==> src/rtl/core/mtf_pkg.sv <==
package mtf_pkg;

  localparam int DEPTH      = 16;
  localparam int IDX_W      = $clog2(DEPTH);
  localparam int CNT_W      = $clog2(DEPTH + 1);
  localparam int VAL_W      = 32;
  localparam int POS_W      = 4;
  localparam int KIND_W     = 3;
  localparam int MODE_W     = 2;
  localparam int OUT_DATA_W = ((VAL_W + POS_W + 7) / 8) * 8;
  localparam int PAD_W      = OUT_DATA_W - VAL_W - POS_W;

  typedef enum logic [MODE_W-1:0] {
    MODE_APPEND = 2'd0,
    MODE_ACCESS = 2'd1,
    MODE_READ   = 2'd2
  } mode_t;

  typedef enum logic [KIND_W-1:0] {
    KIND_APPENDED  = 3'd0,
    KIND_DROPPED   = 3'd1,
    KIND_FOUND     = 3'd2,
    KIND_NOT_FOUND = 3'd3,
    KIND_ENTRY     = 3'd4,
    KIND_EMPTY     = 3'd5
  } kind_t;

  typedef enum logic [1:0] {
    ST_IDLE,
    ST_APPEND,
    ST_SEARCH,
    ST_READ
  } state_t;

  typedef enum logic [1:0] {
    LST_NOP,
    LST_WRITE,
    LST_MTF
  } lst_op_t;

  // list update command from the sequencer
  typedef struct packed {
    lst_op_t                 op;
    logic [IDX_W-1:0]        idx;
    logic signed [VAL_W-1:0] value;
  } lst_cmd_t;

endpackage

==> src/rtl/core/mtf_list.sv <==
module mtf_list
  import mtf_pkg::*;
(
  input  logic                    clk,
  input  lst_cmd_t                cmd,
  input  logic [IDX_W-1:0]        rd_idx,
  output logic signed [VAL_W-1:0] rd_data
);

  logic signed [VAL_W-1:0] entries_r [DEPTH];

  assign rd_data = entries_r[rd_idx];

  always_ff @(posedge clk) begin
    case (cmd.op)
      LST_WRITE: begin
        entries_r[cmd.idx] <= cmd.value;
      end
      LST_MTF: begin
        // entries ahead of the hit move back one place, key goes to the head
        for (int j = 1; j < DEPTH; j++) begin
          if (IDX_W'(j) <= cmd.idx) begin
            entries_r[j] <= entries_r[j-1];
          end
        end
        entries_r[0] <= cmd.value;
      end
      default: begin
      end
    endcase
  end

endmodule

==> src/rtl/core/move_to_front_list_core.sv <==
// move-to-front self-organizing list of up to DEPTH (16) signed 32-bit values,
// held head (position 0) to tail. in_tuser selects the operation: append at
// the tail (dropped and flagged when full), access (search from the head for
// the first equal value; a hit moves to the head and the entries ahead of it
// shift back one place) or readout (every entry head to tail, tlast on the
// final one, or a single list-empty transaction). code 3 is taken and ignored.
// a single equality compare walks the list one entry per cycle under a small
// sequencer, so one transaction is processed at a time: an append writes at
// the tail or is dropped, an access walks until a hit or past the tail and a
// readout steps to the next entry each time the output register is free. the
// result sits in an output register, so the next transaction is taken while the
// previous result still waits on out_tready. there is no clearing pass: the
// list storage has no reset and only entries below the count are ever read.
module move_to_front_list_core
  import mtf_pkg::*;
(
  input  logic                  clk,
  input  logic                  rst_n,
  input  logic                  in_tvalid,
  output logic                  in_tready,
  input  logic [VAL_W-1:0]      in_tdata,   // [31:0] value
  input  logic [MODE_W-1:0]     in_tuser,   // [1:0] mode
  output logic                  out_tvalid,
  input  logic                  out_tready,
  output logic [OUT_DATA_W-1:0] out_tdata,  // [31:0] value_res, [35:32] position, rest zero
  output logic [KIND_W-1:0]     out_tuser,  // [2:0] kind
  output logic                  out_tlast
);

  state_t                  state_r, state_nxt;
  logic [CNT_W-1:0]        count_r, count_nxt;
  logic [CNT_W-1:0]        idx_r, idx_nxt;
  logic signed [VAL_W-1:0] key_r, key_nxt;

  // output register
  logic                    out_valid_r, out_valid_nxt;
  kind_t                   out_kind_r, out_kind_nxt;
  logic signed [VAL_W-1:0] out_value_r, out_value_nxt;
  logic [POS_W-1:0]        out_pos_r, out_pos_nxt;
  logic                    out_last_r, out_last_nxt;

  logic                    out_free;
  logic                    hit;
  logic                    rd_last;
  lst_cmd_t                cmd;
  logic signed [VAL_W-1:0] rd_data;

  mtf_list u_list (
    .clk     (clk),
    .cmd     (cmd),
    .rd_idx  (idx_r[IDX_W-1:0]),
    .rd_data (rd_data)
  );

  // the single compare: current entry against the search key
  assign hit      = (rd_data == key_r);
  assign rd_last  = ((idx_r + CNT_W'(1)) == count_r);
  assign out_free = !out_valid_r || out_tready;

  always_comb begin
    state_nxt     = state_r;
    count_nxt     = count_r;
    idx_nxt       = idx_r;
    key_nxt       = key_r;
    out_valid_nxt = out_valid_r && !out_tready;
    out_kind_nxt  = out_kind_r;
    out_value_nxt = out_value_r;
    out_pos_nxt   = out_pos_r;
    out_last_nxt  = out_last_r;
    in_tready     = 1'b0;
    cmd.op        = LST_NOP;
    cmd.idx       = idx_r[IDX_W-1:0];
    cmd.value     = key_r;

    case (state_r)
      ST_IDLE: begin
        in_tready = 1'b1;
        if (in_tvalid) begin
          key_nxt = in_tdata;
          idx_nxt = '0;
          case (in_tuser)
            MODE_APPEND: state_nxt = ST_APPEND;
            MODE_ACCESS: state_nxt = ST_SEARCH;
            MODE_READ:   state_nxt = ST_READ;
            default:     state_nxt = ST_IDLE;
          endcase
        end
      end

      ST_APPEND: begin
        if (out_free) begin
          out_valid_nxt = 1'b1;
          out_value_nxt = key_r;
          out_pos_nxt   = '0;
          out_last_nxt  = 1'b1;
          if (count_r < CNT_W'(DEPTH)) begin
            out_kind_nxt = KIND_APPENDED;
            cmd.op       = LST_WRITE;
            cmd.idx      = count_r[IDX_W-1:0];
            count_nxt    = count_r + CNT_W'(1);
          end else begin
            out_kind_nxt = KIND_DROPPED;
          end
          state_nxt = ST_IDLE;
        end
      end

      ST_SEARCH: begin
        if (idx_r >= count_r) begin
          // walked past the tail without a hit
          if (out_free) begin
            out_valid_nxt = 1'b1;
            out_kind_nxt  = KIND_NOT_FOUND;
            out_value_nxt = key_r;
            out_pos_nxt   = '0;
            out_last_nxt  = 1'b1;
            state_nxt     = ST_IDLE;
          end
        end else if (hit) begin
          if (out_free) begin
            out_valid_nxt = 1'b1;
            out_kind_nxt  = KIND_FOUND;
            out_value_nxt = key_r;
            out_pos_nxt   = POS_W'(idx_r);
            out_last_nxt  = 1'b1;
            cmd.op        = LST_MTF;
            state_nxt     = ST_IDLE;
          end
        end else begin
          idx_nxt = idx_r + CNT_W'(1);
        end
      end

      ST_READ: begin
        if (out_free) begin
          out_valid_nxt = 1'b1;
          if (count_r == '0) begin
            out_kind_nxt  = KIND_EMPTY;
            out_value_nxt = '0;
            out_pos_nxt   = '0;
            out_last_nxt  = 1'b1;
            state_nxt     = ST_IDLE;
          end else begin
            out_kind_nxt  = KIND_ENTRY;
            out_value_nxt = rd_data;
            out_pos_nxt   = POS_W'(idx_r);
            out_last_nxt  = rd_last;
            idx_nxt       = idx_r + CNT_W'(1);
            if (rd_last) begin
              state_nxt = ST_IDLE;
            end
          end
        end
      end

      default: begin
        state_nxt = ST_IDLE;
      end
    endcase
  end

  always_ff @(posedge clk) begin
    if (!rst_n) begin
      state_r     <= ST_IDLE;
      count_r     <= '0;
      out_valid_r <= 1'b0;
    end else begin
      state_r     <= state_nxt;
      count_r     <= count_nxt;
      out_valid_r <= out_valid_nxt;
    end
  end

  always_ff @(posedge clk) begin
    idx_r       <= idx_nxt;
    key_r       <= key_nxt;
    out_kind_r  <= out_kind_nxt;
    out_value_r <= out_value_nxt;
    out_pos_r   <= out_pos_nxt;
    out_last_r  <= out_last_nxt;
  end

  assign out_tvalid = out_valid_r;
  assign out_tdata  = {{PAD_W{1'b0}}, out_pos_r, out_value_r};
  assign out_tuser  = out_kind_r;
  assign out_tlast  = out_last_r;

`ifndef NO_ASSERTIONS
  // the list never holds more than DEPTH entries
  a_count_bound: assert property (@(posedge clk) disable iff (!rst_n)
    count_r <= CNT_W'(DEPTH))
    else $error("list count exceeds depth");

  // only an append can change the count
  a_count_stable: assert property (@(posedge clk) disable iff (!rst_n)
    (state_r != ST_APPEND) |=> $stable(count_r))
    else $error("count changed outside an append");

  // an accepted access starts its walk at the head
  a_search_start: assert property (@(posedge clk) disable iff (!rst_n)
    (in_tvalid && in_tready && in_tuser == MODE_ACCESS)
      |=> (state_r == ST_SEARCH && idx_r == '0))
    else $error("search did not start at the head");

  // a readout walk stays inside the valid part of the list
  a_read_range: assert property (@(posedge clk) disable iff (!rst_n)
    (state_r == ST_READ && count_r != '0) |-> (idx_r < count_r))
    else $error("readout index past the tail");
`endif

endmodule
==> config.mk <==
export PLATFORM = sky130hd
export DESIGN_NAME = move_to_front_list_core
export DESIGN_NICKNAME = d
export VERILOG_FILES = /design/src/rtl/core/mtf_pkg.sv /design/src/rtl/core/mtf_list.sv /design/src/rtl/core/move_to_front_list_core.sv
export SDC_FILE = /design/constraint.sdc
export NUM_CORES = 1
export LEC_CHECK = 0
export ABC_AREA = 1
export BUFFER_PORTS_ARGS = -buffer_cell sky130_fd_sc_hd__buf_2
export CAP_MARGIN = 20
export CORE_MARGIN = 1
export CORE_UTILIZATION = 30
export DETAILED_ROUTE_END_ITERATION = 10
export HOLD_SLACK_MARGIN = 0.12
export MAX_ROUTING_LAYER = met4
export SETUP_SLACK_MARGIN = 0.15
export SKIP_LAST_GASP = 1
export SLEW_MARGIN = 20
export SYNTH_ARGS = -nofsm -noshare
export SYNTH_HDL_FRONTEND = slang
export SYNTH_SLANG_ARGS = --single-unit
export TNS_END_PERCENT = 5
==> constraint.sdc <==
create_clock -name clk -period 6.3 [get_ports clk]
set_input_delay 0.315 -clock clk [delete_from_list [all_inputs] [get_ports clk]]
set_output_delay 0.315 -clock clk [all_outputs]
set_load 0.05 [all_outputs]
==> results.md <==
Outcome:
- The run finished with clean final reports.

STA:
- Setup repair after global routing left no endpoint under its margin.
- The worst path in the final design needs a cycle of 4.661 ns, including I/O delays and setup.
- Derived from the worst setup path, the maximum achievable clock frequency is 214.5 MHz.
- The count of endpoints failing hold in the final timing report was 0.
- The setup TNS after final layout is 0 ns.
- Setup slack on the critical path of the routed design comes to 1.639 ns.
- The number of endpoints failing setup at the final stage is 0.
- At the pin with the least slew margin, the transition time is 1.135 ns.
- The maximum clock skew at final layout is 0.02095 ns.
- The post-route fraction of the period consumed by the critical path is 0.7399.
- The count of pins over their slew limit came to 0.
- In this run the tightest slew margin relative to its limit is 0.2419.

Routing:
- The via count normalized by instance count is 5.156.
- For this run, the detailed router's first-pass iteration total came to 6.
- The detailed router finished its first iteration with 3,149 violations.
- For this block, the routed nets add up to 97,870 um of wire.
- The average wire per cell in the routed design is 17.76 um.
- The routed layout has 28,420 vias.
- The detail route stage leaves a number of antenna-violating nets equal to 0.
- The remaining design rule violation count is 0.

GRT:
- The global-route wire length before repair is 154,600 um.
- The largest net degree at the start of global routing is 228.
- For this run, global-route usage on met2 was measured as 0.2632.
- For met1 alone, demand over resource in global routing was 0.2402.
- The total congestion overflow after global routing is 0.
- For this run, global-route usage on met3 was measured as 0.02151.
- The via count of the first global-routing pass was 26,280.
- In the global route stage, overall resource usage came out at 0.1738.
- The number of antenna violations at the first check in global routing is 1.
- The most heavily used metal layer in global routing is met2.

Pwr:
- Of the total power, the share spent switching nets is 0.4381.
- Summed over all nets, the switching power comes to 6.847 mW.
- The share of total power dissipated in combinational logic is 0.400.
- The analysis attributes to cell leakage a power of 15.60 nW.
- The total internal power is 8.783 mW.
- Across the VDD grid, the largest voltage drop is 0.3351 mV.
- The power density of the placed cells is 416.9 nW/um2.
- The share of total power in sequential cells is 0.354.
- The clock network fraction of design power is 0.246.
- The post-layout total power is 15.63 mW.

Clocking:
- The clock latency at the later pin of the worst-skew pair is 0.63 ns.
- CTS saw 601 sinks.
- The clock tree from TritonCTS is built.
- The H-tree was split into 3 levels.
- In this run the deepest clock path goes through 3 buffers.
- The number of buffers inserted by post-CTS setup repair is 0.
- The number of CTS-inserted buffers is 66.
- The cell at the root of the clock tree is sky130_fd_sc_hd__clkbuf_16.
- The clock transition at the registers of the reported paths is 0.06 ns.

Setup path:
- STA classifies the critical path startpoint as a flop.
- Data arrives at the worst endpoint at 5.14 ns.
- In this run the worst path has a maximum fanout of 227.
- The critical path start-end classification is reg -> reg.
- The worst setup path is captured at a flop.
- The data required time of the worst path is 6.78 ns.

Die:
- After floorplanning, the core was divided into 122 placement rows.
- The area of the core is 111,100 um2.
- The die extent in x is 337.4 um.
- From bottom edge to top edge, the die measures 337.4 um.
- The overall die area is 113,800 um2.
- The initial core utilization is 0.3037.
- The count of boundary I/O pins is 84.

Synth:
- The area fraction of the dominant cell type after synthesis is 0.5242.
- The post-synthesis sequential element count is 601.
- The number of standard cells after synthesis is 4,087.
- The most area-hungry cell type in the Yosys netlist is sky130_fd_sc_hd__edfxtp_1.
- The number of enable-type register cells in the synthesized netlist is 589.
- After synthesis, the share of flip-flops with an asynchronous set or reset is 0.
- A synthesized cell averages 8.256 um2.
- By area the synthesized netlist is led by sky130_fd_sc_hd__edfxtp_1 52%, sky130_fd_sc_hd__nand2_1 19%, sky130_fd_sc_hd__nand4_1 9.0%, sky130_fd_sc_hd__nand3_1 4.2%, sky130_fd_sc_hd__inv_1 2.4%.
- For this run, the register share of the synthesized area comes to 0.5313.
- In this run the cell area of the synthesized design comes to 33,740 um2.
- Synthesis instantiated 33 different standard cells from the library.
- The most used flip-flop cell after synthesis is sky130_fd_sc_hd__edfxtp_1.
- The Yosys step of the flow raised 0 warnings.

Layout:
- Compared with the post-synthesis result, the final layout area differs by 11.09%.
- The share of post-route cells with drive strength above 1 is 0.07557.
- The sequential cells in the finished layout cover a total of 17,930 um2.
- The number of standard cells in the layout, taps in and fillers out is 5,512.
- The layout has 11,510 filler cells.
- Once layout is done, the placed cells without fillers occupy 37,490 um2.
- The net total in the final layout is 4,027.
- The area taken by multi-input logic gates is 13,170 um2.

Placed design:
- The total cell area at the placement stage is 35,020 um2.
- The number of buffers added on ports is 79.
- The congestion estimate from routability-driven global placement came to 0.8787.
- After detailed placement, the design holds a cell count of 5,360.
- Before CTS, the worst setup slack after placement is 1.761 ns.
- The wire-length estimate of the detail-placed layout is 60,800 um.

Job:
- Across the run, the number of max-cap violations was 0.

Hold path:
- The class of the tightest hold or removal check is in -> reg.
[metal layers]
metal / vias up / routed length, um
li1: 13700 / -
met1: 13510 / 44080
met2: 1073 / 44360
met3: 141 / 6874
met4: 0 / 2550
met5: - / 0
[timing repair]
action,4_1_cts,5_1_grt
endpoints found under the hold margin,40,0
gates resized for setup,0,0
hold buffers,33,0
[area by class of cell]
type | instances | share of cell area
clock inverter | 34 | 0.007677
tap | 1488 | 0.04967
sequential | 601 | 0.4784
multi-input combinational | 2882 | 0.3514
inverter | 221 | 0.02263
clock buffer | 82 | 0.04763
antenna | 1 | 0.00006676
timing repair buffer | 203 | 0.04252
[power by group through the flow]
stage	Clock [mW]	Sequential, mW	Combinational, mW
after floorplan	0	5.80	4.02
after global placement	0	5.60	6.08
after CTS	3.93	5.52	6.18
final	3.85	5.53	6.25
after detailed placement	0	5.60	6.15
after global routing	4.06	5.58	6.83
[stage by stage]
stage          hold WS (ns)  utilization
6_report             0.2103       0.3373
5_1_grt              0.2747       0.3373
4_1_cts              0.1792       0.3368
3_5_place_dp         0.4931       0.3152
3_3_place_gp         0.4928       0.3149
2_1_floorplan        0.4126            -
[logic make-up after synthesis]
group / after synthesis / share of synthesized area
xor+xnor: 5 / 0.001298
compound gates: 200 / 0.03393
buf+inv: 607 / 0.08243
fa+ha+maj: 14 / 0.005191
simple gates: 2659 / 0.3458
flops: 601 / 0.5313
other cells: 1 / 0.0001111
[flip-flops by register name, summed over array words and instances, names as in the netlist, named ones only]
| name | flops |
|---|---|
| idx_r | 5 |
| out_pos_r | 4 |
| u_list.entries_r | 512 |
| out_tvalid | 1 |
| key_r | 32 |
| count_r | 5 |
| state_r | 2 |
| out_tlast | 1 |
| out_value_r | 32 |
| out_tuser | 3 |
[worst paths after layout]
path	from	end	slack [ns]	cells past startpoint
max	flop	u_list.entries_r[4][4]	1.64	18
min	in_tuser[1]	state_r[1]	0.21	7
max reg2reg	flop	u_list.entries_r[4][4]	1.64	18
min reg2reg	count_r[0]	count_r[0]	0.55	2
[critical path: stages (launching register included)]
cell and delay, ns:
sky130_fd_sc_hd__dfxtp_2 0.35, sky130_fd_sc_hd__inv_6 0.40, sky130_fd_sc_hd__buf_12 0.35, sky130_fd_sc_hd__buf_4 0.24
sky130_fd_sc_hd__nand2_1 0.07, sky130_fd_sc_hd__nand3_1 0.07, sky130_fd_sc_hd__nand3_1 0.17, sky130_fd_sc_hd__nand2_1 0.14
sky130_fd_sc_hd__nand2_1 0.06, sky130_fd_sc_hd__nand2_1 0.08, sky130_fd_sc_hd__nand2_1 0.09, sky130_fd_sc_hd__nor2_1 0.11
sky130_fd_sc_hd__nand2_1 0.12, sky130_fd_sc_hd__nor2_2 0.26, sky130_fd_sc_hd__nand3_2 0.19, sky130_fd_sc_hd__nor2_4 0.37
sky130_fd_sc_hd__buf_12 0.74, sky130_fd_sc_hd__nand4_1 0.18, sky130_fd_sc_hd__nand2_1 0.14
[cells in the mapped netlist (all sizes together), types with 4 or more instances]
cell type  count
o21ai        130
nand3        297
nor2         182
a21oi         15
inv          220
buf          252
nand2       1686
edfxtp       589
xor2           4
dfxtp         12
ha            14
nor3           7
clkbuf       134
nand4        486
o211ai        48
[cells in the final DEF, fill, tap and decap left out, types with 5 or more instances in the layout]
cell type | netlist | final
sky130_fd_sc_hd__a21oi_1 | 15 | 12
sky130_fd_sc_hd__buf_12 | 0 | 10
sky130_fd_sc_hd__buf_2 | 99 | 79
sky130_fd_sc_hd__buf_4 | 44 | 78
sky130_fd_sc_hd__bufinv_16 | 0 | 5
sky130_fd_sc_hd__clkbuf_1 | 134 | 12
sky130_fd_sc_hd__clkbuf_16 | 0 | 69
sky130_fd_sc_hd__clkinv_1 | 1 | 17
sky130_fd_sc_hd__clkinv_2 | 0 | 10
sky130_fd_sc_hd__dfxtp_1 | 12 | 9
sky130_fd_sc_hd__dlygate4sd3_1 | 0 | 33
sky130_fd_sc_hd__edfxtp_1 | 589 | 589
sky130_fd_sc_hd__ha_1 | 14 | 14
sky130_fd_sc_hd__inv_1 | 214 | 213
sky130_fd_sc_hd__nand2_1 | 1686 | 1686
sky130_fd_sc_hd__nand3_1 | 282 | 281
sky130_fd_sc_hd__nand3_2 | 15 | 16
sky130_fd_sc_hd__nand4_1 | 486 | 486
sky130_fd_sc_hd__nor2_1 | 179 | 174
sky130_fd_sc_hd__nor2_2 | 3 | 5
sky130_fd_sc_hd__nor3_1 | 6 | 6
sky130_fd_sc_hd__o211ai_1 | 48 | 48
sky130_fd_sc_hd__o21ai_0 | 113 | 108
sky130_fd_sc_hd__o21ai_1 | 17 | 14
sky130_fd_sc_hd__o21ai_4 | 0 | 6
Power figures use the tool's default switching activity.
